`src/design/tpcd_pkg.sv`:
```
// Types and encoding constants of the Thumb instruction field decoder.
`default_nettype none

package tpcd_pkg;

  typedef enum logic [2:0] {
    KIND_NONE    = 3'd0,
    KIND_MOV_IMM = 3'd1,
    KIND_LDR_LIT = 3'd2,
    KIND_MOVT    = 3'd3,
    KIND_ADD_REG = 3'd4,
    KIND_BL      = 3'd5,
    KIND_BCOND   = 3'd6,
    KIND_B       = 3'd7
  } kind_e;

  typedef struct packed {
    logic        is_wide;
    kind_e       kind;
    logic [3:0]  dest_reg;
    logic [3:0]  base_reg;
    logic [3:0]  index_reg;
    logic [31:0] immediate;
  } dec_t;

  // Match patterns on the first halfword with their masks; BnMatch uses PrefixMask.
  localparam logic [15:0] MovsMask    = 16'hF800;
  localparam logic [15:0] MovsMatch   = 16'h2000;
  localparam logic [15:0] MovwideMask = 16'hFBEF;
  localparam logic [15:0] MovwideMatch = 16'hF04F;
  localparam logic [15:0] MovwMask    = 16'hFBF0;
  localparam logic [15:0] MovwMatch   = 16'hF240;
  localparam logic [15:0] LdrnMask    = 16'hF800;
  localparam logic [15:0] LdrnMatch   = 16'h4800;
  localparam logic [15:0] LdrwMask    = 16'hFF7F;
  localparam logic [15:0] LdrwMatch   = 16'hF85F;
  localparam logic [15:0] MovtMask    = 16'hFBF0;
  localparam logic [15:0] MovtMatch   = 16'hF2C0;
  localparam logic [15:0] AddsMask    = 16'hFE00;
  localparam logic [15:0] AddsMatch   = 16'h1800;
  localparam logic [15:0] AddhMask    = 16'hFF00;
  localparam logic [15:0] AddhMatch   = 16'h4400;
  localparam logic [15:0] AddwMask    = 16'hFFE0;
  localparam logic [15:0] AddwMatch   = 16'hEB00;
  localparam logic [15:0] PrefixMask  = 16'hF800;
  localparam logic [15:0] PrefixMatch = 16'hF000;
  localparam logic [15:0] BnMatch     = 16'hE000;
  localparam logic [15:0] BcondMask   = 16'hF000;
  localparam logic [15:0] BcondMatch  = 16'hD000;
  localparam logic [3:0]  CondAl      = 4'hE;
  localparam logic [3:0]  CondSvc     = 4'hF;

  // Patterns on the second halfword of the branch encodings.
  localparam logic [15:0] BlMask      = 16'hD000;
  localparam logic [15:0] BlMatch     = 16'hD000;
  localparam logic [15:0] BlxMask     = 16'hD001;
  localparam logic [15:0] BlxMatch    = 16'hC000;
  localparam logic [15:0] BwMatch     = 16'h9000;

endpackage

`default_nettype wire

```
`src/design/tpcd_imm_expand.sv`:
```
// Expansion of the 12-bit Thumb-2 modified immediate to 32 bits.
`default_nettype none

module tpcd_imm_expand (
  input  wire logic [11:0] imm12_i,
  output logic      [31:0] value_o
);

  logic [7:0]  byte_w;
  logic [31:0] rot_val;
  logic [63:0] rot_dbl;
  logic [4:0]  rot_amt;

  assign byte_w  = imm12_i[7:0];
  assign rot_val = {24'd0, 1'b1, imm12_i[6:0]};
  assign rot_amt = imm12_i[11:7];
  // A rotate right is the low half of the doubled word shifted right.
  assign rot_dbl = {rot_val, rot_val} >> rot_amt;

  always_comb begin
    if (imm12_i[11:10] == 2'b00) begin
      unique case (imm12_i[9:8])
        2'b00:   value_o = {24'd0, byte_w};
        2'b01:   value_o = {8'd0, byte_w, 8'd0, byte_w};
        2'b10:   value_o = {byte_w, 8'd0, byte_w, 8'd0};
        default: value_o = {byte_w, byte_w, byte_w, byte_w};
      endcase
    end else begin
      value_o = rot_dbl[31:0];
    end
  end

endmodule

`default_nettype wire

```
`src/design/tpcd_decode.sv`:
```
// Combinational classification and field extraction of one Thumb instruction.
`default_nettype none

module tpcd_decode import tpcd_pkg::*; (
  input  wire logic [15:0] first_i,
  input  wire logic [15:0] second_i,
  output dec_t             dec_o
);

  logic [31:0] mod_imm;
  logic [31:0] field16;
  logic [31:0] lit_off;
  logic [31:0] bl_off;
  logic        b15_clr;
  logic        s_bit, i1, i2;
  logic        is_prefix;

  tpcd_imm_expand u_expand (
    .imm12_i ({first_i[10], second_i[14:12], second_i[7:0]}),
    .value_o (mod_imm)
  );

  assign b15_clr   = ~second_i[15];
  assign is_prefix = (first_i & PrefixMask) == PrefixMatch;
  assign field16   = {16'd0, first_i[3:0], first_i[10], second_i[14:12], second_i[7:0]};
  assign lit_off   = first_i[7] ? {20'd0, second_i[11:0]} : 32'd0 - {20'd0, second_i[11:0]};
  assign s_bit     = first_i[10];
  assign i1        = ~(second_i[13] ^ s_bit);
  assign i2        = ~(second_i[11] ^ s_bit);
  assign bl_off    = {{8{s_bit}}, i1, i2, first_i[9:0], second_i[10:0], 1'b0};

  always_comb begin
    dec_o           = '0;
    dec_o.is_wide   = (first_i[15:13] == 3'b111) && (first_i[12:11] != 2'b00);
    dec_o.kind      = KIND_NONE;
    if ((first_i & MovsMask) == MovsMatch) begin
      dec_o.kind      = KIND_MOV_IMM;
      dec_o.dest_reg  = {1'b0, first_i[10:8]};
      dec_o.immediate = {24'd0, first_i[7:0]};
    end else if ((first_i & MovwideMask) == MovwideMatch && b15_clr) begin
      dec_o.kind      = KIND_MOV_IMM;
      dec_o.dest_reg  = second_i[11:8];
      dec_o.immediate = mod_imm;
    end else if ((first_i & MovwMask) == MovwMatch && b15_clr) begin
      dec_o.kind      = KIND_MOV_IMM;
      dec_o.dest_reg  = second_i[11:8];
      dec_o.immediate = field16;
    end else if ((first_i & LdrnMask) == LdrnMatch) begin
      dec_o.kind      = KIND_LDR_LIT;
      dec_o.dest_reg  = {1'b0, first_i[10:8]};
      dec_o.immediate = {22'd0, first_i[7:0], 2'b00};
    end else if ((first_i & LdrwMask) == LdrwMatch) begin
      dec_o.kind      = KIND_LDR_LIT;
      dec_o.dest_reg  = second_i[15:12];
      dec_o.immediate = lit_off;
    end else if ((first_i & MovtMask) == MovtMatch && b15_clr) begin
      dec_o.kind      = KIND_MOVT;
      dec_o.dest_reg  = second_i[11:8];
      dec_o.immediate = field16;
    end else if ((first_i & AddsMask) == AddsMatch) begin
      dec_o.kind      = KIND_ADD_REG;
      dec_o.dest_reg  = {1'b0, first_i[2:0]};
      dec_o.base_reg  = {1'b0, first_i[5:3]};
      dec_o.index_reg = {1'b0, first_i[8:6]};
    end else if ((first_i & AddhMask) == AddhMatch) begin
      dec_o.kind      = KIND_ADD_REG;
      dec_o.dest_reg  = {first_i[7], first_i[2:0]};
      dec_o.base_reg  = {first_i[7], first_i[2:0]};
      dec_o.index_reg = first_i[6:3];
    end else if ((first_i & AddwMask) == AddwMatch) begin
      dec_o.kind      = KIND_ADD_REG;
      dec_o.dest_reg  = second_i[11:8];
      dec_o.base_reg  = first_i[3:0];
      dec_o.index_reg = second_i[3:0];
    end else if (is_prefix && ((second_i & BlMask) == BlMatch ||
                               (second_i & BlxMask) == BlxMatch)) begin
      dec_o.kind      = KIND_BL;
      dec_o.immediate = bl_off;
    end else if ((first_i & BcondMask) == BcondMatch && first_i[11:8] != CondSvc &&
                 first_i[11:8] != CondAl) begin
      dec_o.kind      = KIND_BCOND;
    end else if ((first_i & PrefixMask) == BnMatch ||
                 (is_prefix && (second_i & BlMask) == BwMatch)) begin
      dec_o.kind      = KIND_B;
    end
  end

endmodule

`default_nettype wire

```
`src/design/thumb_pc_relative_insn_decoder.sv`:
```
// Top level of the Thumb instruction field decoder.
// A request is captured in the input register, decoded, and loaded into the result register,
// which drives the outputs with done_o high.
// Throughput: one request per cycle; busy_o stays low, as the receiver cannot stall.
// Reset clears the request and result valid flags; payload registers are not reset.
`default_nettype none

module thumb_pc_relative_insn_decoder import tpcd_pkg::*; (
  input  wire logic        clk_i,
  input  wire logic        rst_ni,
  input  wire logic        start_i,
  output logic             busy_o,
  input  wire logic [15:0] first_halfword_i,
  input  wire logic [15:0] second_halfword_i,
  output logic             done_o,
  output logic             is_wide_o,
  output logic [2:0]       kind_o,
  output logic [3:0]       dest_reg_o,
  output logic [3:0]       base_reg_o,
  output logic [3:0]       index_reg_o,
  output logic [31:0]      immediate_o
);

  // The input register captures the request; the decode is a single pass of
  // mask compares and field muxes ahead of the result register.
  logic        req_vld_q;
  logic [15:0] first_q;
  logic [15:0] second_q;
  logic        res_vld_q;
  dec_t        res_q;
  dec_t        res_d;

  // Nothing ever holds a request off, so a new instruction can enter on every cycle.
  assign busy_o = 1'b0;

  always_ff @(posedge clk_i or negedge rst_ni) begin
    if (!rst_ni) begin
      req_vld_q <= 1'b0;
      res_vld_q <= 1'b0;
    end else begin
      req_vld_q <= start_i;
      res_vld_q <= req_vld_q;
    end
  end

  // Payload registers load only with a request, which saves toggling when idle.
  always_ff @(posedge clk_i) begin
    if (start_i) begin
      first_q  <= first_halfword_i;
      second_q <= second_halfword_i;
    end
    if (req_vld_q) begin
      res_q <= res_d;
    end
  end

  tpcd_decode u_decode (
    .first_i  (first_q),
    .second_i (second_q),
    .dec_o    (res_d)
  );

  // The result register drives the outputs directly, so each strobe lasts one cycle.
  assign done_o      = res_vld_q;
  assign is_wide_o   = res_q.is_wide;
  assign kind_o      = res_q.kind;
  assign dest_reg_o  = res_q.dest_reg;
  assign base_reg_o  = res_q.base_reg;
  assign index_reg_o = res_q.index_reg;
  assign immediate_o = res_q.immediate;

endmodule

`default_nettype wire

```
`config.mk`:
```
export PLATFORM = sky130hd
export DESIGN_NAME = thumb_pc_relative_insn_decoder
export DESIGN_NICKNAME = d
export VERILOG_FILES = /design/src/design/tpcd_pkg.sv /design/src/design/tpcd_imm_expand.sv /design/src/design/tpcd_decode.sv /design/src/design/thumb_pc_relative_insn_decoder.sv
export SDC_FILE = /design/constraint.sdc
export NUM_CORES = 1
export LEC_CHECK = 0
export BUFFER_PORTS_ARGS = -buffer_cell sky130_fd_sc_hd__buf_2
export CAP_MARGIN = 30
export CORE_AREA = 2 2 135 137
export DETAILED_ROUTE_END_ITERATION = 6
export DIE_AREA = 0 0 137 139
export GPL_ROUTABILITY_DRIVEN = 0
export PLACE_DENSITY = 0.46
export SKIP_LAST_GASP = 1
export SYNTH_ARGS = -nofsm -noshare
export SYNTH_HDL_FRONTEND = slang
export SYNTH_SLANG_ARGS = --single-unit
```
`constraint.sdc`:
```
create_clock -name clk_i -period 3.2 [get_ports clk_i]
set_clock_uncertainty 0.15 [all_clocks]
set_input_delay 0.32 -clock clk_i [delete_from_list [all_inputs] [get_ports clk_i]]
set_output_delay 0.32 -clock clk_i [all_outputs]
set_load 0.05 [all_outputs]
```
# ---- Yosys cells after proc, flatten, opt, wreduce, memory -nomap -nowiden
# Index checks and enable logic that the tools add are counted.
dict set report totals {
  reg_bits 82
  in_bits 35
  out_inout_bits 50
  word_cells 84
}
dict set report classes {
  n_addsub 1
  eq_ne 20
  n_shift 1
  muxes 26
  n_bitwise 5
  reduce_logical 16
}
# op count
set ops {}
lappend ops {{$mux 32} 11}
lappend ops {{$pmux 32 s3} 1}
lappend ops {{$shr 40x5->32} 1}
lappend ops {{$eq 11x11->1 const B} 3}
lappend ops {{$mux 15} 2}
lappend ops {{$mux 6} 3}
lappend ops {{$eq 15x15->1 const B} 1}
lappend ops {{$mux 3} 5}
lappend ops {{$eq 14x14->1 const B} 1}
lappend ops {{$sub 1x12->13 const A} 1}
lappend ops {{$mux 12} 1}
lappend ops {{$eq 5x5->1 const B} 2}
lappend ops {{$eq 3x3->1 const B} 3}
lappend ops {{$eq 4x4->1 const B} 2}
lappend ops {{$eq 8x7->1 const B} 1}
lappend ops {{$logic_and 1x1->1} 8}
lappend ops {{$mux 4} 2}
lappend ops {{$mux 8} 1}
lappend ops {{$ne 4x4->1 const B} 2}
lappend ops {{$eq 7x4->1 const B} 1}
lappend ops {{$reduce_or 7->1} 1}
lappend ops {{$reduce_or 6->1} 1}
lappend ops {{$eq 5x3->1 const B} 1}
lappend ops {{$eq 5x4->1 const B} 1}
lappend ops {{other kinds (8)} 13}

# ---- Logic depth before layout (Yosys ltp)
dict set report logic_depth {
  depth_word 15
  mapped_depth 10
  depth_no_buf 7
}

# ---- By module
# From an unflattened synthesis, not the netlist that was laid out.
dict set report hier_totals {
  hier_cells 521
  area_unflattened_um2 5139.9
}
# mod n_inst cells_each area_per_inst_um2 seq_area_each_um2
set modules_own_cells {}
lappend modules_own_cells {thumb_pc_relative_insn_decoder 1 84 2463.6 2452.4}
lappend modules_own_cells {tpcd_decode 1 284 1724.2 0.0}
lappend modules_own_cells {tpcd_imm_expand 1 153 952.2 0.0}

# ---- Least setup slack after synthesis
# No wires, ideal clock.
dict set report synth_timing {
  path_type {register -> register}
  start {reg first_q[7]}
  end {reg res_q (netlist bit immediate_o[3]), data pin}
  setup_ns 0.261
  t_arrival_ns 2.014
  t_required_ns 2.789
  setup_slack_ns 0.775
  path_stages_with_launch 7
  n_path_buf 1
  synth_period_minus_slack_ns 2.425
  cell_sequence {edfxtp_1 > buf_6 > or4b_4 > nor4_4 > nand2b_2 > a22o_1 > a221o_1}
}
# element line_no
set synth_rtl {}
lappend synth_rtl {{from (decl)} thumb_pc_relative_insn_decoder.sv:27} ;# logic [15:0] first_q;
lappend synth_rtl {{from (signal assigned)} thumb_pc_relative_insn_decoder.sv:49} ;# first_q <= first_halfword_i;
lappend synth_rtl {{to (signal assigned)} thumb_pc_relative_insn_decoder.sv:53} ;# res_q <= res_d;
lappend synth_rtl {{to (decl)} thumb_pc_relative_insn_decoder.sv:30} ;# dec_t res_q;

# ---- Worst setup path after layout
dict set report layout_timing {
  start {reg second_q[7]}
  end {reg res_q (netlist bit immediate_o[8]), data pin}
}
dict set report layout_via {
  elab_chain_cells 9
  word_cells_on_any_way 13
  cone_classes {add/sub: 1; shift: 1; mux: 11}
}
# element line_no
set layout_rtl {}
lappend layout_rtl {{from (decl)} thumb_pc_relative_insn_decoder.sv:28} ;# logic [15:0] second_q;
lappend layout_rtl {{from (signal assigned)} thumb_pc_relative_insn_decoder.sv:50} ;# second_q <= second_halfword_i;
lappend layout_rtl {{parallel branches: the longest is 8 deep, another holds $sub 1x12->13} n/a}
lappend layout_rtl {{$mux 32 (*)} tpcd_decode.sv:40} ;# end else if ((first_i & MovwideMask) == MovwideMatch && b15_clr) begin
# Mark *: on every way between the ends.
# A chain may end at the register's enable or synchronous reset.

==> out/results.tsv <==
metric	value	unit
outcome	finished, final reports clean	
antenna_found_initial	0	
cp-startpoint	second_q[7]	
place.port_buffers	83	
yosysSeqAreaShare	0.492	
dp_hpwl	12.3	mm
timing.rr.end	immediate_o[8]	
rsz0062_at_grt	no	
clk_path_buf_depth	2	
root_buffer	clkbuf_16	
syn-num-nets	545	
async_flop_share	0.0244	
fmax	0.344	GHz
io_pins	85	
slew_headroom	0.441	
fin_setup_tns	0	ns
drive_gt1_frac	0.238	
crit_path_start_kind	flip-flop	
overflow	0	
critical_path_arrival	2.83	ns
grt_pass1_wl	25.7	mm
critical_path.max_fanout	19	
final_cell_mix	83 x buf_2, 80 x edfxtp_1, 54 x a21oi_1, 50 x nor2_1, 39 x nand2_1	
tightest_slew	0.832	ns
final-setup-viol-count	0	
power_density	468	nW/um2
via_per_inst	5.52	
drt_pre_antenna_iters	5	
r2r_slack	0.30	ns
routed_wl	17.1	mm
ir_worst_vdd	0.000251	V
hold_class	in -> reg	
r2r_start	second_q[7]	
dp.cells	811	
clk_latency	0.35	ns
synthCells	509	
critPathCaptureType	flip-flop	
grtUsageMet3	0.0428	
yosysUniqueCellTypes	70	
die-area	19000	um2
multi_input_area	2300	um2
hold_violations	0	
clkSlewWorstSetupHoldPaths	0.06	ns
ys_seq_elements	82	
final_common_cell	buf_2	
fin_nets	654	
busiest_layer	met1	
start_util	0.282	
grt_max_degree	34	
timing.final.crit_share	0.907	
grt_usage	0.180	
ys.flop_type	edfxtp_1	
maxCapViolCount	0	
final_cell_count_no_fill	852	
ctsHtreeMaxLevel	3	
p_leak	2.33	nW
clkSinkCount	82	
vias	4702	
met1_usage	0.262	
diodes	0	
synth_edf_count	80	
timing.critical_path.to	immediate_o[8]	
slew_viol_final	0	
syn_area_per_cell	9.78	um2
grt_pass1_vias	4401	
dieHeight	139	um
cts-buffers-inserted	9	
ys_warn_count	0	
netlist_area	4980	um2
cts_resized	0	
row_count	49	
met2_usage	0.255	
wl_per_cell	20.0	um
fill_cells	1826	
final-seq-area	2450	um2
fp.coreArea	17700	um2
die_w	137	um
required	3.12	ns
drt_iter0_markers	521	
area_delta_synth_final	26.2	%
antenna_left	0	
post-route-drc-count	0	
reg2reg_depth	6	
crit_type	reg -> reg	
cts_tree	built	
fin_crit	2.90	ns
sequential cells by signal (all words and copies together) (netlist names):
signal       flops
done_o           1
immediate_o     32
kind_o           3
base_reg_o       4
first_q         16
req_vld_q        1
dest_reg_o       4
is_wide_o        1
second_q        16
index_reg_o      4
metal layers:
layer | part of all wire | routed length, um | vias to the layer above
li1 | - | - | 2174
met1 | 0.44 | 7430 | 2192
met4 | 0.026 | 452 | 0
met2 | 0.43 | 7380 | 302
met5 | 0 | 0 | -
met3 | 0.11 | 1810 | 34
synth_stat cells (3+ instances only):
cell type | instances | area share
nor3b_1 | 3 | 0.0045
o22ai_1 | 7 | 0.0088
nand2b_1 | 6 | 0.0075
nor4_1 | 4 | 0.0050
a22o_1 | 10 | 0.018
buf_1 | 4 | 0.0030
mux2i_1 | 7 | 0.014
a22oi_1 | 14 | 0.021
xor2_1 | 4 | 0.0070
inv_1 | 10 | 0.0075
mux2_2 | 5 | 0.011
nand3_1 | 11 | 0.011
o21ai_0 | 31 | 0.031
a21o_1 | 3 | 0.0045
o31ai_1 | 3 | 0.0045
nand3b_1 | 4 | 0.0060
and3_1 | 5 | 0.0063
a211oi_1 | 7 | 0.011
and2_1 | 4 | 0.0050
edfxtp_1 | 80 | 0.48
nand2_1 | 39 | 0.029
nor3_1 | 19 | 0.019
xnor2_1 | 4 | 0.0070
nor2_1 | 50 | 0.038
a221oi_1 | 6 | 0.011
a222oi_1 | 4 | 0.0080
a31oi_1 | 9 | 0.011
clkbuf_1 | 29 | 0.022
or2_2 | 3 | 0.0038
a21oi_1 | 54 | 0.054
buf_2 | 9 | 0.0090
nor2b_1 | 6 | 0.0075
a221o_1 | 5 | 0.010
nand4_1 | 3 | 0.0038
worst min-delay path by stage:
stage	startpoint	endpoint	slack, ns	cells past startpoint
4_1_cts	second_halfword_i[1]	second_q[1]	0.0007	1
2_1_floorplan	rst_ni	done_o	-0.13	0
6_report	second_halfword_i[1]	second_q[1]	0.006	1
5_1_grt	second_halfword_i[15]	second_q[15]	0.002	1
3_3_place_gp	rst_ni	done_o	-0.05	1
3_5_place_dp	rst_ni	done_o	-0.04	1
what timing repair did:
item | CTS | global route
hold buffers | 20 | 5
buffers inserted | 0 | 0
hold endpoints to repair | 21 | 5
critical path: stages, from the launching register on:
cell and delay [ns]:
edfxtp_1 0.86, mux2_2 0.43, mux2i_1 0.31, mux2i_1 0.22, a221o_1 0.37, o311ai_0 0.12, a21oi_1 0.15
per-stage QoR:
stage,instance area [um2],setup slack (ns),total power [mW],hold WS [ns],utilization
after floorplan,4980,0.775,1.73,-0.126,-
after global placement,5750,0.392,1.93,-0.0456,0.326
after detailed placement,5750,0.395,1.93,-0.0435,0.326
after CTS,6240,0.386,2.95,0.000660,0.353
after global routing,6290,0.146,3.06,0.00160,0.356
final,6290,0.296,2.94,0.00576,0.356
area by class of cell:
cell class | count | area share
sequential | 82 | 0.390
multi-input combinational | 372 | 0.366
timing repair buffer | 142 | 0.146
tap | 229 | 0.0456
clock buffer | 9 | 0.0358
clock inverter | 7 | 0.00955
inverter | 11 | 0.00657
power by group:
group | internal, mW | total [mW] | switching (mW)
logic | 0.188 | 0.600 | 0.412
clock network | 0.594 | 1.00 | 0.407
registers | 1.26 | 1.34 | 0.0854
total | 2.04 | 2.94 | 0.904
kinds of logic after synthesis:
kind of cell	count (synthesis)	synth area share
buffers and inverters	55	0.0460
AOI/OAI and AO/OA	174	0.233
and+or+nand+nor	176	0.186
muxes	12	0.0254
other	1	0.000753
adders and majority gates	1	0.00251
xor gates and xnor gates	8	0.0141
DFF	82	0.492
Power figures use the tool's default switching activity.
